`config.mk`:
```
export PLATFORM = sky130hd
export DESIGN_NAME = flow_sensor_frame_receiver_top_flat
export DESIGN_NICKNAME = d
export VERILOG_FILES = /design/src/rtl/fsr_pkg.sv /design/src/rtl/fsr_item_if.sv /design/src/rtl/fsr_result_if.sv /design/src/rtl/fsr_parser.sv /design/src/rtl/fsr_out_buf.sv /design/src/rtl/flow_sensor_frame_receiver_top.sv /design/src/flat_wrapper.sv
export SDC_FILE = /design/constraint.sdc
export NUM_CORES = 1
export LEC_CHECK = 0
export ABC_AREA = 0
export BUFFER_PORTS_ARGS = -buffer_cell sky130_fd_sc_hd__buf_4
export CAP_MARGIN = 20
export CORE_MARGIN = 2
export CORE_UTILIZATION = 64
export DETAILED_ROUTE_END_ITERATION = 10
export PLACE_DENSITY = 0.85
export REMOVE_ABC_BUFFERS = 1
export SYNTH_ARGS = -nofsm -noshare
export SYNTH_HDL_FRONTEND = slang
export SYNTH_SLANG_ARGS = --single-unit
```
`constraint.sdc`:
```
create_clock -name clk -period 18.1 [get_ports clk]
set_input_delay 0.905 -clock clk [delete_from_list [all_inputs] [get_ports clk]]
set_output_delay 0.905 -clock clk [all_outputs]
set_load 0.02 [all_outputs]
```
`src/rtl/fsr_pkg.sv`:
```
// ----------------------------------------------------------------------------
// fsr_pkg: shared types and constants of the flow sensor frame receiver
// Frame layout, register indexes, status codes and payload structs.
// ----------------------------------------------------------------------------
package fsr_pkg;

    localparam int FRAME_LEN  = 14;
    localparam int COUNT_W    = $clog2(FRAME_LEN);
    localparam int TIMER_W    = 24;
    localparam int REG_IDX_W  = 1;
    localparam int REG_DATA_W = TIMER_W;

    localparam logic [7:0] HEAD_A = 8'hFE;
    localparam logic [7:0] HEAD_B = 8'h0A;

    // Positions of interest inside the frame.
    localparam logic [COUNT_W-1:0] POS_SUM_FIRST = COUNT_W'(2);
    localparam logic [COUNT_W-1:0] POS_SUM_LAST  = COUNT_W'(11);
    localparam logic [COUNT_W-1:0] POS_LAST      = COUNT_W'(FRAME_LEN - 1);

    localparam logic [TIMER_W-1:0] READING_PERIOD_RESET = TIMER_W'(100000);
    localparam logic [TIMER_W-1:0] COLLECT_TIMEOUT_RESET = TIMER_W'(33333);

    localparam logic [REG_IDX_W-1:0] REG_READING_PERIOD  = REG_IDX_W'(0);
    localparam logic [REG_IDX_W-1:0] REG_COLLECT_TIMEOUT = REG_IDX_W'(1);

    localparam logic MODE_BYTE = 1'b0;
    localparam logic MODE_TICK = 1'b1;

    typedef enum logic [1:0] {
        STATUS_OK       = 2'd0,
        STATUS_HEAD_ERR = 2'd1,
        STATUS_SUM_ERR  = 2'd2,
        STATUS_TIMEOUT  = 2'd3
    } status_t;

    typedef struct packed {
        logic       mode;
        logic [7:0] rx_byte;
    } fsr_item_t;

    typedef struct packed {
        status_t            status;
        logic signed [15:0] flow_x;
        logic signed [15:0] flow_y;
        logic [15:0]        time_span;
        logic [15:0]        distance_word;
        logic [7:0]         quality;
        logic [7:0]         version;
    } fsr_res_t;

endpackage

```
`src/rtl/fsr_item_if.sv`:
```
// ----------------------------------------------------------------------------
// fsr_item_if: input channel of the flow sensor frame receiver
// Carries one received byte or one time tick per request.
// ----------------------------------------------------------------------------
interface fsr_item_if import fsr_pkg::*; ();

    logic       valid;
    logic       ready;
    logic       mode;
    logic [7:0] rx_byte;

    modport source (output valid, output mode, output rx_byte, input ready);
    modport sink   (input valid, input mode, input rx_byte, output ready);

endinterface

```
`src/rtl/fsr_result_if.sv`:
```
// ----------------------------------------------------------------------------
// fsr_result_if: result channel of the flow sensor frame receiver
// Carries the status and decoded fields of one frame per request.
// ----------------------------------------------------------------------------
interface fsr_result_if import fsr_pkg::*; ();

    logic               valid;
    logic               ready;
    status_t            status;
    logic signed [15:0] flow_x;
    logic signed [15:0] flow_y;
    logic [15:0]        time_span;
    logic [15:0]        distance_word;
    logic [7:0]         quality;
    logic [7:0]         version;

    modport source (
        output valid, output status, output flow_x, output flow_y,
        output time_span, output distance_word, output quality, output version,
        input ready
    );
    modport sink (
        input valid, input status, input flow_x, input flow_y,
        input time_span, input distance_word, input quality, input version,
        output ready
    );

endinterface

```
`src/rtl/fsr_parser.sv`:
```
// ----------------------------------------------------------------------------
// fsr_parser: frame gathering, timers and checks
// Updates phase, byte count, frame bytes and running checksum for each
// accepted request and produces at most one result in the same cycle.
// ----------------------------------------------------------------------------
module fsr_parser import fsr_pkg::*; (
    input  logic               clk,
    input  logic               rst_n,
    input  logic               accept,
    input  fsr_item_t          item,
    input  logic [TIMER_W-1:0] reading_period,
    input  logic [TIMER_W-1:0] collect_timeout,
    output logic               res_valid,
    output fsr_res_t           res
);

    typedef enum logic [1:0] {
        PH_WAIT    = 2'b01,
        PH_COLLECT = 2'b10
    } phase_t;

    phase_t             phase_reg, phase_next;
    logic [COUNT_W-1:0] byte_count_reg, byte_count_next;
    logic [TIMER_W-1:0] wait_timer_reg, wait_timer_next;
    logic [7:0]         xor_reg, xor_next;
    logic [7:0]         frame_reg [FRAME_LEN];

    logic               is_tick;
    logic [TIMER_W-1:0] timer_dec;
    logic               head_ok;
    logic               sum_ok;

    assign is_tick   = (item.mode == MODE_TICK);
    assign timer_dec = wait_timer_reg - TIMER_W'(1);
    assign head_ok   = (frame_reg[0] == HEAD_A) && (frame_reg[1] == HEAD_B);
    assign sum_ok    = (xor_reg == frame_reg[12]);

    always_comb
    begin
        phase_next      = phase_reg;
        byte_count_next = byte_count_reg;
        wait_timer_next = wait_timer_reg;
        xor_next        = xor_reg;
        res_valid       = 1'b0;
        res             = '0;
        res.status      = STATUS_OK;

        if (accept)
        begin
            case (phase_reg)
                PH_WAIT:
                begin
                    if (is_tick)
                    begin
                        if (wait_timer_reg == '0)
                        begin
                            phase_next      = PH_COLLECT;
                            byte_count_next = '0;
                            wait_timer_next = collect_timeout;
                            xor_next        = '0;
                        end
                        else
                        begin
                            wait_timer_next = timer_dec;
                        end
                    end
                end
                PH_COLLECT:
                begin
                    if (is_tick)
                    begin
                        // The timer stops at zero; a count of one or zero runs out now.
                        if (wait_timer_reg <= TIMER_W'(1))
                        begin
                            res_valid       = 1'b1;
                            res.status      = STATUS_TIMEOUT;
                            byte_count_next = '0;
                            wait_timer_next = collect_timeout;
                            xor_next        = '0;
                        end
                        else
                        begin
                            wait_timer_next = timer_dec;
                        end
                    end
                    else if (byte_count_reg == POS_LAST)
                    begin
                        // The tail byte completes the frame and is not checked.
                        res_valid       = 1'b1;
                        byte_count_next = '0;
                        xor_next        = '0;
                        if (!head_ok)
                        begin
                            res.status      = STATUS_HEAD_ERR;
                            wait_timer_next = collect_timeout;
                        end
                        else if (!sum_ok)
                        begin
                            res.status      = STATUS_SUM_ERR;
                            wait_timer_next = collect_timeout;
                        end
                        else
                        begin
                            res.status        = STATUS_OK;
                            res.flow_x        = {frame_reg[3], frame_reg[2]};
                            res.flow_y        = {frame_reg[5], frame_reg[4]};
                            res.time_span     = {frame_reg[7], frame_reg[6]};
                            res.distance_word = {frame_reg[9], frame_reg[8]};
                            res.quality       = frame_reg[10];
                            res.version       = frame_reg[11];
                            phase_next        = PH_WAIT;
                            wait_timer_next   = reading_period;
                        end
                    end
                    else
                    begin
                        byte_count_next = byte_count_reg + COUNT_W'(1);
                        if (byte_count_reg inside {[POS_SUM_FIRST:POS_SUM_LAST]})
                        begin
                            xor_next = xor_reg ^ item.rx_byte;
                        end
                    end
                end
                default:
                begin
                    phase_next = PH_WAIT;
                end
            endcase
        end
    end

    always_ff @(posedge clk or negedge rst_n)
    begin
        if (!rst_n)
        begin
            phase_reg      <= PH_WAIT;
            byte_count_reg <= '0;
            wait_timer_reg <= '0;
            xor_reg        <= '0;
        end
        else
        begin
            phase_reg      <= phase_next;
            byte_count_reg <= byte_count_next;
            wait_timer_reg <= wait_timer_next;
            xor_reg        <= xor_next;
        end
    end

    always_ff @(posedge clk)
    begin
        if (accept && (phase_reg == PH_COLLECT) && !is_tick)
        begin
            frame_reg[byte_count_reg] <= item.rx_byte;
        end
    end

    a_count_in_frame : assert property (@(posedge clk) disable iff (!rst_n)
        byte_count_reg <= POS_LAST)
        else $error("byte count ran past the frame length");

    a_wait_count_zero : assert property (@(posedge clk) disable iff (!rst_n)
        (phase_reg == PH_WAIT) |-> (byte_count_reg == '0))
        else $error("byte count not cleared in waiting phase");

    a_error_no_data : assert property (@(posedge clk) disable iff (!rst_n)
        (res_valid && (res.status != STATUS_OK)) |->
            (res.flow_x == '0 && res.flow_y == '0 && res.time_span == '0 &&
             res.distance_word == '0 && res.quality == '0 && res.version == '0))
        else $error("error result carries frame data");

    a_timeout_on_tick : assert property (@(posedge clk) disable iff (!rst_n)
        (res_valid && (res.status == STATUS_TIMEOUT)) |-> (accept && is_tick))
        else $error("timeout result without a tick");

    a_ok_leaves_collect : assert property (@(posedge clk) disable iff (!rst_n)
        (res_valid && (res.status == STATUS_OK)) |=> (phase_reg == PH_WAIT))
        else $error("good frame did not start a waiting period");

endmodule

```
`src/rtl/fsr_out_buf.sv`:
```
// ----------------------------------------------------------------------------
// fsr_out_buf: result register with skid stage
// Holds up to two results so the input side keeps moving while the output
// side stalls, until the skid stage is full.
// ----------------------------------------------------------------------------
module fsr_out_buf import fsr_pkg::*; (
    input  logic     clk,
    input  logic     rst_n,
    input  logic     push,
    input  fsr_res_t push_data,
    output logic     space,
    output logic     out_valid,
    input  logic     out_ready,
    output fsr_res_t out_data
);

    logic     out_valid_reg;
    logic     skid_valid_reg;
    fsr_res_t out_data_reg;
    fsr_res_t skid_data_reg;
    logic     pop;

    assign pop       = out_valid_reg && out_ready;
    assign space     = !skid_valid_reg;
    assign out_valid = out_valid_reg;
    assign out_data  = out_data_reg;

    always_ff @(posedge clk or negedge rst_n)
    begin
        if (!rst_n)
        begin
            out_valid_reg  <= 1'b0;
            skid_valid_reg <= 1'b0;
        end
        else if (pop)
        begin
            if (skid_valid_reg)
            begin
                skid_valid_reg <= 1'b0;
            end
            else
            begin
                out_valid_reg <= push;
            end
        end
        else if (push)
        begin
            if (out_valid_reg)
            begin
                skid_valid_reg <= 1'b1;
            end
            else
            begin
                out_valid_reg <= 1'b1;
            end
        end
    end

    always_ff @(posedge clk)
    begin
        if (pop)
        begin
            if (skid_valid_reg)
            begin
                out_data_reg <= skid_data_reg;
            end
            else if (push)
            begin
                out_data_reg <= push_data;
            end
        end
        else if (push)
        begin
            if (out_valid_reg)
            begin
                skid_data_reg <= push_data;
            end
            else
            begin
                out_data_reg <= push_data;
            end
        end
    end

    a_skid_behind_out : assert property (@(posedge clk) disable iff (!rst_n)
        skid_valid_reg |-> out_valid_reg)
        else $error("skid entry held without a result in front");

    a_no_push_when_full : assert property (@(posedge clk) disable iff (!rst_n)
        skid_valid_reg |-> !push)
        else $error("result pushed into a full buffer");

    a_skid_moves_up : assert property (@(posedge clk) disable iff (!rst_n)
        (skid_valid_reg && pop) |=> (out_valid_reg && !skid_valid_reg))
        else $error("skid entry lost on pop");

endmodule

```
`src/rtl/flow_sensor_frame_receiver_top.sv`:
```
// ----------------------------------------------------------------------------
// flow_sensor_frame_receiver_top: optical flow sensor frame receiver
// Parses 14-byte sensor frames from a byte and tick stream and reports the
// decoded flow fields or an error status.
// ----------------------------------------------------------------------------
//
// Channel   Direction  Carries
// item      in         mode (byte or tick) and rx_byte, one per request
// result    out        status, flow_x, flow_y, time_span, distance_word,
//                      quality, version, one per request
// wr_*      in         register writes: period (index 0), timeout (index 1)
//
// Every request is handled in a single pass and its result, if any, is registered
// on the following cycle: in the result register, or in the skid stage while
// an older result still waits there. One request per cycle is sustained while the skid stage is free.
// The skid stage lets the input keep flowing while the result side stalls;
// item.ready drops only when both stages are full and rises again in the
// cycle after the result side takes a result.
// Reset puts the block in its waiting phase with a zero timer, so the first
// tick starts collecting; the registers return to their reset periods.
// The user must write registers only while the block is idle; the block does not enforce this.
// ----------------------------------------------------------------------------
module flow_sensor_frame_receiver_top import fsr_pkg::*; (
    input  logic                  clk,
    input  logic                  rst_n,
    fsr_item_if.sink              item,
    fsr_result_if.source          result,
    input  logic                  wr_en,
    input  logic [REG_IDX_W-1:0]  wr_index,
    input  logic [REG_DATA_W-1:0] wr_data
);

    // Configuration registers. Both are as wide as the write data.
    logic [TIMER_W-1:0] reading_period_reg;
    logic [TIMER_W-1:0] collect_timeout_reg;

    // A request is taken whenever the skid stage is free, since each request
    // makes at most one result.
    logic      accept;
    logic      space;
    fsr_item_t item_bus;
    logic      res_valid;
    fsr_res_t  res;
    fsr_res_t  out_data;

    assign item.ready = space;
    assign accept     = item.valid && space;
    assign item_bus   = '{mode: item.mode, rx_byte: item.rx_byte};

    always_ff @(posedge clk or negedge rst_n)
    begin
        if (!rst_n)
        begin
            reading_period_reg  <= READING_PERIOD_RESET;
            collect_timeout_reg <= COLLECT_TIMEOUT_RESET;
        end
        else if (wr_en)
        begin
            case (wr_index)
                REG_READING_PERIOD:  reading_period_reg  <= wr_data;
                REG_COLLECT_TIMEOUT: collect_timeout_reg <= wr_data;
                default:
                begin
                end
            endcase
        end
    end

    // The parser does the whole job for one request in a single pass: phase
    // and timer update, byte capture, running checksum and frame checks.
    fsr_parser u_parser (
        .clk             (clk),
        .rst_n           (rst_n),
        .accept          (accept),
        .item            (item_bus),
        .reading_period  (reading_period_reg),
        .collect_timeout (collect_timeout_reg),
        .res_valid       (res_valid),
        .res             (res)
    );

    // Results are registered here before they leave the block.
    fsr_out_buf u_out_buf (
        .clk       (clk),
        .rst_n     (rst_n),
        .push      (res_valid),
        .push_data (res),
        .space     (space),
        .out_valid (result.valid),
        .out_ready (result.ready),
        .out_data  (out_data)
    );

    assign result.status        = out_data.status;
    assign result.flow_x        = out_data.flow_x;
    assign result.flow_y        = out_data.flow_y;
    assign result.time_span     = out_data.time_span;
    assign result.distance_word = out_data.distance_word;
    assign result.quality       = out_data.quality;
    assign result.version       = out_data.version;

endmodule
```
`src/flat_wrapper.sv`:
```
// flat-port wrapper written by rule: the top's interface ports become plain ports
module flow_sensor_frame_receiver_top_flat import fsr_pkg::*;
  (clk, rst_n, wr_en, wr_index, wr_data, item_valid, item_mode, item_rx_byte, item_ready, result_valid, result_status, result_flow_x, result_flow_y, result_time_span, result_distance_word, result_quality, result_version, result_ready);
  fsr_item_if item_i ();
  fsr_result_if result_i ();
  input  logic clk;
  input  logic rst_n;
  input  logic wr_en;
  input  logic [REG_IDX_W-1:0] wr_index;
  input  logic [REG_DATA_W-1:0] wr_data;
  input wire logic [$bits(item_i.valid)-1:0] item_valid;
  input wire logic [$bits(item_i.mode)-1:0] item_mode;
  input wire logic [$bits(item_i.rx_byte)-1:0] item_rx_byte;
  output wire logic [$bits(item_i.ready)-1:0] item_ready;
  output wire logic [$bits(result_i.valid)-1:0] result_valid;
  output wire logic [$bits(result_i.status)-1:0] result_status;
  output wire logic [$bits(result_i.flow_x)-1:0] result_flow_x;
  output wire logic [$bits(result_i.flow_y)-1:0] result_flow_y;
  output wire logic [$bits(result_i.time_span)-1:0] result_time_span;
  output wire logic [$bits(result_i.distance_word)-1:0] result_distance_word;
  output wire logic [$bits(result_i.quality)-1:0] result_quality;
  output wire logic [$bits(result_i.version)-1:0] result_version;
  input wire logic [$bits(result_i.ready)-1:0] result_ready;
  assign item_i.valid = item_valid;
  assign item_i.mode = item_mode;
  assign item_i.rx_byte = item_rx_byte;
  assign item_ready = item_i.ready;
  assign result_valid = result_i.valid;
  assign result_status = result_i.status;
  assign result_flow_x = result_i.flow_x;
  assign result_flow_y = result_i.flow_y;
  assign result_time_span = result_i.time_span;
  assign result_distance_word = result_i.distance_word;
  assign result_quality = result_i.quality;
  assign result_version = result_i.version;
  assign result_i.ready = result_ready;
  flow_sensor_frame_receiver_top u_core (.clk(clk), .rst_n(rst_n), .item(item_i), .result(result_i), .wr_en(wr_en), .wr_index(wr_index), .wr_data(wr_data));
endmodule
```
==> results of run 1 <==
worst max-delay path: stages (launching register included):
cell,delay [ps]
edfxtp_1,380
nor4bb_1,350
nand4_1,280
nor3_2,490
inv_2,110
nor3_4,160
buf_4,400
buf_4,820
a22o_1,290
routing by layer:
layer  up-vias  part of all wire [%]  wire (µm)
li1       4001                     -          -
met1      4327                    42      12000
met2       331                    50      14300
met3        56                   5.6       1610
met4         0                   2.3        671
met5         -                     0          0
cell type report:
type,count,area (µm²),share of cell area (%)
clock buffers,41,940,5.57
multi-input cells,556,4010,23.7
repair buffers,136,1060,6.26
well taps,285,357,2.11
flip-flops and latches,356,10300,60.8
inverters,11,41.3,0.245
clock inverters,22,215,1.27
cells by family after synthesis:
kind of cell / after synthesis
flops: 356
buf+inv: 69
compound gates: 210
fa+ha+maj: 4
xor+xnor: 19
simple gates: 271
mux: 52
worst max-delay path by stage:
stage,from,endpoint,cells past startpoint
6_report,u_core.u_parser.frame_reg[1][0],u_core.u_out_buf.out_data[17],8
5_1_grt,u_core.u_parser.frame_reg[1][0],u_core.u_out_buf.out_data[17],8
4_1_cts,u_core.u_parser.frame_reg[1][0],u_core.u_out_buf.out_data[25],8
3_5_place_dp,item_valid,u_core.u_out_buf.out_data[0],7
3_3_place_gp,item_mode,u_core.u_out_buf.out_data[28],7
2_1_floorplan,item_valid,u_core.u_out_buf.skid_data_reg[0],5
where the power goes:
group / total [mW] / switching [mW] / internal, mW
Sequential: 0.939 / 0.0338 / 0.905
Clock: 0.720 / 0.301 / 0.419
Combinational: 0.112 / 0.0589 / 0.0530
Total: 1.77 / 0.394 / 1.38
cells in the mapped netlist (all sizes together) (4+ instances only):
| cell | n | area, µm² |
|---|---|---|
| ha | 4 | 50.1 |
| o21a | 4 | 30.0 |
| dfrtp | 75 | 1880 |
| a41oi | 8 | 70.1 |
| xnor2 | 14 | 123 |
| a211o | 4 | 35.0 |
| and2 | 82 | 513 |
| a22oi | 4 | 30.0 |
| buf | 32 | 173 |
| nand3 | 27 | 135 |
| dfstp | 13 | 342 |
| o221ai | 4 | 35.0 |
| a31oi | 12 | 90.1 |
| mux2 | 50 | 563 |
| edfxtp | 268 | 8050 |
| a221oi | 6 | 52.6 |
| o211ai | 5 | 37.5 |
| and3 | 6 | 37.5 |
| a21o | 17 | 128 |
| o31ai | 7 | 52.6 |
| a211oi | 4 | 42.5 |
| nor3 | 24 | 146 |
| xor2 | 5 | 43.8 |
| nor2b | 6 | 37.5 |
| nand4 | 6 | 52.6 |
| or3 | 4 | 25.0 |
| nand2b | 6 | 37.5 |
| nor4 | 12 | 111 |
| a22o | 81 | 709 |
| inv | 11 | 41.3 |
| nor2 | 42 | 160 |
| o21ai | 20 | 100 |
| nand2 | 44 | 165 |
| a21oi | 17 | 85.1 |
| clkbuf | 26 | 97.6 |
through the flow:
step           hold slack [ps]  instances  power [mW]  setup slack (ps)  instance area, µm²
3_5_place_dp               472       1341        1.06             14680               15700
5_1_grt                    356       1407        1.83             14310               16900
4_1_cts                    486       1404        1.78             14640               16800
3_3_place_gp               462       1340        1.06             14760               15700
2_1_floorplan              444        923        1.02             10380               14300
6_report                   332       1407        1.77             14620               16900
==> results by stage, run 1 <==
Run status:
- The run finished with clean final reports.

Clocking:
- In this run the deepest clock path goes through 3 buffers.
- Clock tree synthesis inserted a total of 35 buffers.
- After clock tree synthesis, the flow added hold-fix buffers numbering 0.
- The H-tree was split into 2 levels.
- The clock latency reported for the late side of the worst-skew pair is 520 ps.
- The library cell used as clock root buffer is clkbuf_16.
- The clock input transition at the sequential cells of the worst setup and hold paths is 70 ps.
- TritonCTS built the clock tree.
- The clock drives 356 sinks.
- The post-CTS setup buffer count is 0.
- After clock tree synthesis, the repair step resized 0 gates.

GRT:
- The first-pass GRT wire length is 45.2 mm.
- Across every metal layer, demand over resource in global routing totals 24.1%.
- The initial antenna violation count is 0.
- The total overflow left after global routing is 0.
- Entering global routing, the biggest net connects 117 pins.
- The number of global-route vias before repair came to 8,456.
- The met2 demand-to-capacity share in global routing is 40.8%.
- The global routing stage identified its most utilized layer as met2.
- The met3 global-route usage is 3.64%.
- For this run, global-route usage on met1 was measured as 32.6%.

Setup path:
- Across all register-to-register paths, the minimum setup slack is 14,620 ps.
- The category of the most critical setup path is reg -> reg.
- The endpoint identified for the worst register-to-register timing path is u_core.u_out_buf.out_data[17].
- The kind of end point of the critical path is a flip-flop.
- STA puts the critical path data required time at 18,480 ps.
- The worst endpoint data arrival time is 3860 ps.
- The largest fanout of any net on the critical path is 116.
- Measured in cells, the most critical reg-to-reg path has a length of 8.
- The startpoint of the most critical register-to-register path is u_core.u_parser.frame_reg[1][0].
- STA classifies the critical path startpoint as a flip-flop.

Layout:
- Leaving out fill and tap cells, the most frequent cell in the layout is edfxtp_1.
- In the layout the commonest cells are 268 x edfxtp_1, 132 x buf_4, 82 x and2_1.
- The area growth from synthesis to layout is 16.0%.
- The register with the most flip-flops in the layout has 104 of them.
- In the final design database the tool counted 1,139 nets.
- The share of the core filled with cells in the final layout is 75.0%.
- Of the cells placed in the final design, the portion with a size suffix greater than 1 is 24.2%.
- The filler cells instantiated in the layout total 1,323.
- The number of antenna diodes is 0.

Routing:
- The pre-antenna-repair detailed-routing pass consisted of 7 iterations.
- The total via count after detailed routing is 8,715.
- The detailed-route DRC error count is 0.
- In the final routed layout, each cell accounts on average for 20.3 µm.
- For this block, the initial DRC count from the detailed router was 809.
- In the routed layout, each cell is associated on average with a via count of 6.19.
- The count of nets left with antenna violations once routing finished came out at 0.
- The total wire length after detailed routing is 28.6 mm.

STA:
- Setup repair after global routing left no endpoint under its margin.
- Between clock sinks in the finished design, the worst skew comes to 11.5 ps.
- The final hold violation count was 0.
- After layout, the worst path uses 19.3% of the clock period.
- Static timing analysis puts the maximum clock frequency at 287 MHz.
- Subtracting the final worst setup slack from the clock period gives 3480 ps.
- The final total negative setup slack is 0 ps.
- The slew at the pin with the worst max-slew slack is 1060 ps.
- The number of pins exceeding their max-slew limit in the final report is 0.
- Headroom to the max-slew limit came out at 28.8%.
- The count of endpoints failing setup in the final report is 0.

Yosys:
- The share of the Yosys chip area taken by registers is 70.6%.
- Summing the areas of all compound-gate instances in the mapped netlist gives 11.3% of the synthesized area.
- After synthesis the netlist holds a flip-flop and latch count of 356.
- The synthesized instance count is 981.
- The synthesized netlist devotes 0.344% of its cell area to adder and majority cells.
- The synthesized netlist devotes 10.5% of its cell area to simple gates.
- The number of distinct library cells after synthesis is 66.
- In the synthesized netlist, mux cells make up 4.01% of the area.
- The top flip-flop cell by instance count after synthesis is edfxtp_1.
- The xor and xnor fraction of the mapped netlist area is 1.14%.
- During synthesis, Yosys emitted a total of 0 warnings.
- The proportion of synthesized flip-flops having asynchronous set or reset is 24.7%.
- After synthesis, the largest family of logic cells by area is compound AO/OA/AOI/OAI gates.
- Each instance of the synthesized netlist takes up on average 14.8 µm².
- The mapped netlist covers 14,600 µm².
- The number of synthesized flops with an enable pin is 268.

Floorplan:
- The count of standard-cell rows is 55.
- In this run the vertical extent of the chip is 155 µm.
- The x dimension of the die is 155 µm.
- The initial core utilization is 64.7%.
- The die covers 24,000 µm².
- 123 I/O pins were placed.
- The core region is 22,500 µm².

Placed design:
- Summed over all nets, the half-perimeter wirelength after detailed placement is 17.0 mm.
- The weighted congestion reported at the end of routability-driven placement is 0.904.
- Input and output buffers added on the ports amount to 122.

Pwr:
- The ratio of total power to cell area is 105 nW/µm².
- The analysis attributes to cell leakage a power of 6.56 nW.
- VDD sags by at most 0.0770 mV.

Flow run:
- The max-capacitance violation count is 0.

Hold path:
- The tightest min-delay check is of the in -> async type.
No activity file was read; power rests on OpenSTA's default activity.
==> run 2: changes to the inputs <==
--- a/config.mk
+++ b/config.mk
@@ -5,13 +5,13 @@
 export SDC_FILE = /design/constraint.sdc
 export NUM_CORES = 1
 export LEC_CHECK = 0
-export ABC_AREA = 0
+export ABC_AREA = 1
 export BUFFER_PORTS_ARGS = -buffer_cell sky130_fd_sc_hd__buf_4
 export CAP_MARGIN = 20
 export CORE_MARGIN = 2
-export CORE_UTILIZATION = 64
+export CORE_UTILIZATION = 55
 export DETAILED_ROUTE_END_ITERATION = 10
-export PLACE_DENSITY = 0.85
+export PLACE_DENSITY = 0.77
 export REMOVE_ABC_BUFFERS = 1
 export SYNTH_ARGS = -nofsm -noshare
 export SYNTH_HDL_FRONTEND = slang
==> constraint.sdc (replaced) <==
create_clock -name clk -period 2.85 [get_ports clk]
set_input_delay 0.1425 -clock clk [delete_from_list [all_inputs] [get_ports clk]]
set_output_delay 0.1425 -clock clk [all_outputs]
set_load 0.02 [all_outputs]
==> run 2 against run 1 <==
  * Via count up 33%
  * Wire length grew 29%
  * Worst setup slack got worse by 14000 ps
  * Critical path depth grew 1
  * Clock skew up 3.8 ps
  * Clock-buffer cell count is 3 higher
  * Largest power group unchanged
  * Highest routed layer unchanged
==> results by stage, run 2 <==
Yosys:
- The number of distinct library cells after synthesis came to 44 (was 66).
- The synthesized instance count is 1,519 (was 981).
- The fraction of synthesized cell area taken by the top area cell type is 48.0% (was 55.3%).
- The synthesized area divided by synthesized cell count is 11.0 µm² (was 14.8 µm²).
- Top cells by instance count after synthesis: 297 x nand2_1, 268 x edfxtp_1, 168 x nand3_1 (was 268 x edfxtp_1, 82 x and2_1, 81 x a22o_1).
- The proportion of synthesized chip area in sequential cells came to 61.2% (was 70.6%).
- The library cell with the largest summed area after synthesis is edfxtp_1 (unchanged).
- The most frequent cell after synthesis was nand2_1 (was edfxtp_1).
- The Yosys warning count is 0 (unchanged).
- Top area cells in the synthesized netlist: edfxtp_1 48%, dfrtp_1 11%, nand2_1 6.7% (was edfxtp_1 55%, dfrtp_1 13%, a22o_1 4.9%).
- The top flip-flop cell by instance count after synthesis is edfxtp_1 (unchanged).
- The proportion of synthesized flip-flops having asynchronous set or reset is 24.7% (unchanged).
- The number of synthesized flops with an enable pin is 268 (unchanged).
- The count of state elements after synthesis is 356 (unchanged).
- The post-synthesis cell area came to 16,800 µm² (was 14,600 µm²).

Floorplan:
- The die area is 31,900 µm² (was 24,000 µm²).
- The I/O pin total came to 123 (unchanged).
- The vertical die dimension is 179 µm (was 155 µm).
- The core area is 29,800 µm² (was 22,500 µm²).
- The x dimension of the die is 179 µm (was 155 µm).
- The initial core utilization is 56.3% (was 64.7%).
- The count of standard-cell rows was 63 (was 55).

STA:
- The maximum clock frequency was 372 MHz (was 287 MHz).
- The minimum setup slack in the final design is 164 ps (was 14,620 ps).
- The post-route fraction of the period consumed by the critical path came to 94.3% (was 19.3%).
- The number of pins exceeding their max-slew limit in the final report is 0 (unchanged).
- The final total negative setup slack is 0 ps (unchanged).
- The tightest slew margin relative to the limit is 36.5% (was 28.8%).
- The final hold violation count was 0 (unchanged).
- The count of endpoints failing setup in the final report is 0 (unchanged).
- The worst hold slack is 206 ps (was 332 ps).
- Setup repair after global routing missed its margin: false (unchanged).
- The setup clock skew after layout was 15.3 ps (was 11.5 ps).
- The time the final worst path needs with I/O delays and setup is 2690 ps (was 3480 ps).
- The slew at the pin with the worst max-slew slack is 953 ps (was 1060 ps).

Layout:
- The area of the multi-input gates is 5500 µm² (was 4010 µm²).
- The layout cell share with drive strength beyond 1 is 24.9% (was 24.2%).
- The number of filler cells placed in the layout is 2,175 (was 1,323).
- The number of antenna diodes is 0 (unchanged).
- The total number of nets in the final design is 1,717 (was 1,139).
- The layout overhead on the synthesized area is 17.3% (was 16.0%).
- Highest-count cells in the layout ignoring fill and taps: 297 x nand2_1, 268 x edfxtp_1, 168 x nand3_1 (was 268 x edfxtp_1, 132 x buf_4, 82 x and2_1).
- The flip-flop count of the largest register, all copies and words added is 104 (unchanged).
- The finished layout cell area came to 19,700 µm² (was 16,900 µm²).
- The area of all sequential standard cells is 10,300 µm² (about the same).
- The most common cell after layout, fill and taps aside was nand2_1 (was edfxtp_1).

Hold path:
- The source of the worst hold timing path is wr_en.
- The path with the worst hold slack has its endpoint at u_core.reading_period_reg[16].
- The type of the tightest min-delay check is in -> reg (was in -> async).
- The number of cells on the worst hold path is 5.

Setup path:
- The kind of start point of the critical path is a flip-flop (unchanged).
- The startpoint of the most critical register-to-register path is u_core.u_parser.wait_timer_reg[0] (was u_core.u_parser.frame_reg[1][0]).
- The end of the worst register-to-register path is u_core.u_out_buf.skid_data_reg[45] (was u_core.u_out_buf.out_data[17]).
- The kind of end point of the critical path is a flip-flop (unchanged).
- The worst endpoint data arrival time came to 2840 ps (was 3860 ps).
- The path depth of the worst reg2reg path is 9 (was 8).
- The largest fanout of any net on the critical path is 82 (was 116).
- The category of the most critical setup path was reg -> reg (unchanged).
- The internal reg-to-reg setup slack is 160 ps (was 14,620 ps).
- The data required time of the critical path is 3010 ps (was 18,480 ps).
- The worst setup path startpoint is u_core.u_parser.wait_timer_reg[0] (was u_core.u_parser.frame_reg[1][0]).

Clocking:
- The library cell used as clock root buffer was clkbuf_16 (unchanged).
- The total clock buffers created by CTS was 37 (was 35).
- The clock tree from TritonCTS is yes (unchanged).
- The number of clock sinks seen by CTS is 356 (unchanged).
- The clock latency reported for the late side of the worst-skew pair is 520 ps (about the same).
- The maximum buffer depth of the clock tree came to 3 (unchanged).
- The clock input transition at the sequential cells of the worst setup and hold paths is 60 ps (was 70 ps).
- The number of H-tree branching levels is 2 (unchanged).

GRT:
- The first-pass GRT wire length is 59.3 mm (was 45.2 mm).
- The overall fraction of global-route tracks in use is 23.6% (was 24.1%).
- The pin count of the biggest net entering global routing was 85 (was 117).
- The initial antenna violation count is 0 (unchanged).
- The total grt overflow is 0 (unchanged).
- The number of global-route vias before repair is 11,220 (was 8,456).

Placed design:
- The weighted congestion reported at the end of routability-driven placement was 0.916 (was 0.904).
- The detailed placer's ending HPWL was 22.8 mm (was 17.0 mm).
- The number of port buffers is 122 (unchanged).
- The instance area at placement came to 18,100 µm² (was 15,700 µm²).
- The pre-CTS setup slack was 190 ps (was 14,680 ps).

Routing:
- The total wire length after detailed routing came to 37.0 mm (was 28.6 mm).
- The detailed-route DRC error count is 0 (unchanged).
- The number of design-rule violations left by the first detailed-router iteration is 1,218 (was 809).
- The post-detailed-route wirelength per cell is 17.7 µm (was 20.3 µm).
- The first-pass iteration count of the detailed router was 5 (was 7).
- The total via count after detailed routing is 11,579 (was 8,715).
- The via density per instance is 5.54 (was 6.19).
- The number of antenna-violating nets in the routed design came to 0 (unchanged).

Flow run:
- The max-capacitance violation count is 0 (unchanged).

Pwr:
- The worst voltage drop across the vdd grid is 0.483 mV (was 0.0770 mV).
- The power after layout came to 11.0 mW (was 1.77 mW).
- The leakage component of the power is 7.26 nW (was 6.56 nW).
- The ratio of total power to cell area is 560 nW/µm² (was 105 nW/µm²).

Run status:
- Result of the run: finished clean (unchanged).
[run 2: cell types whose count changed after synthesis, sizes merged, moves of 62 or more]
cell,before,now
nand2,44,314
nor2,42,225
nand3,27,171
inv,11,136
and2,82,0
a22o,81,0
a31o,0,80
o21ai,20,82
[run 2: worst max-delay path by stage]
stage,to,slack [ps],cells after the start
2_1_floorplan,u_core.u_out_buf.out_data[0],-4060,5
3_3_place_gp,u_core.u_out_buf.out_data[60],290,9
3_5_place_dp,u_core.u_out_buf.out_data[12],190,9
4_1_cts,u_core.u_out_buf.out_data[17],130,9
5_1_grt,u_core.u_out_buf.skid_data_reg[48],60,9
6_report,u_core.u_out_buf.skid_data_reg[45],160,9
[run 2: worst max-delay path: stages (launching register included)]
cell and delay [ps]:
dfrtp_1 400, inv_1 120, ha_1 310, nand2_4 130, a21oi_4 240, nand2_8 60, nand2_2 110, o2111ai_2 280
nor2_4 200, buf_12 380
[run 2: layout make-up]
type | instances | area share (%)
multi-input cells | 950 | 27.9
inverters | 137 | 2.61
clock inverters | 20 | 1.35
well taps | 390 | 2.48
clock buffers | 44 | 4.95
flip-flops and latches | 356 | 52.2
repair buffers | 192 | 8.46
[run 2: kinds of logic (layout without fill, tap and decap cells)]
kind of cell,after synthesis,in the layout,share of synthesized area (%)
buffers and inverters,213,393,6.15
xor gates and xnor gates,16,16,0.836
adders and majority gates,4,4,0.299
AOI/OAI and AO/OA,188,188,7.90
DFF,356,356,61.2
and+or+nand+nor,742,742,23.6
[run 2: per-layer routing]
metal  share of wire [%]  vias to the layer above  track usage [%]
met4                 1.8                        0             5.62
met2                  51                      395             41.2
met3                 5.1                       62             2.90
li1                    -                     5500                -
met1                  42                     5622             31.6
met5                   0                        -                0
[run 2: power by group]
group	internal [mW]	leakage, nW	switching [mW]
clock network	2.92	0.594	2.00
registers	5.64	3.18	0.0547
logic	0.155	3.48	0.232
[run 2: stage by stage]
step / std cells / util [%]
after floorplan: 1443 / -
after global placement: 1990 / 60.6
after detailed placement: 1990 / 60.6
after CTS: 2088 / 66.0
after global routing: 2089 / 66.0
final: 2089 / 66.0
[run 2: repair_timing]
action	in CTS	in global routing
buffers inserted	0	1
endpoints found under the hold margin	155	0
gates resized for setup	0	0
setup endpoints to repair	0	5
hold buffers	34	0
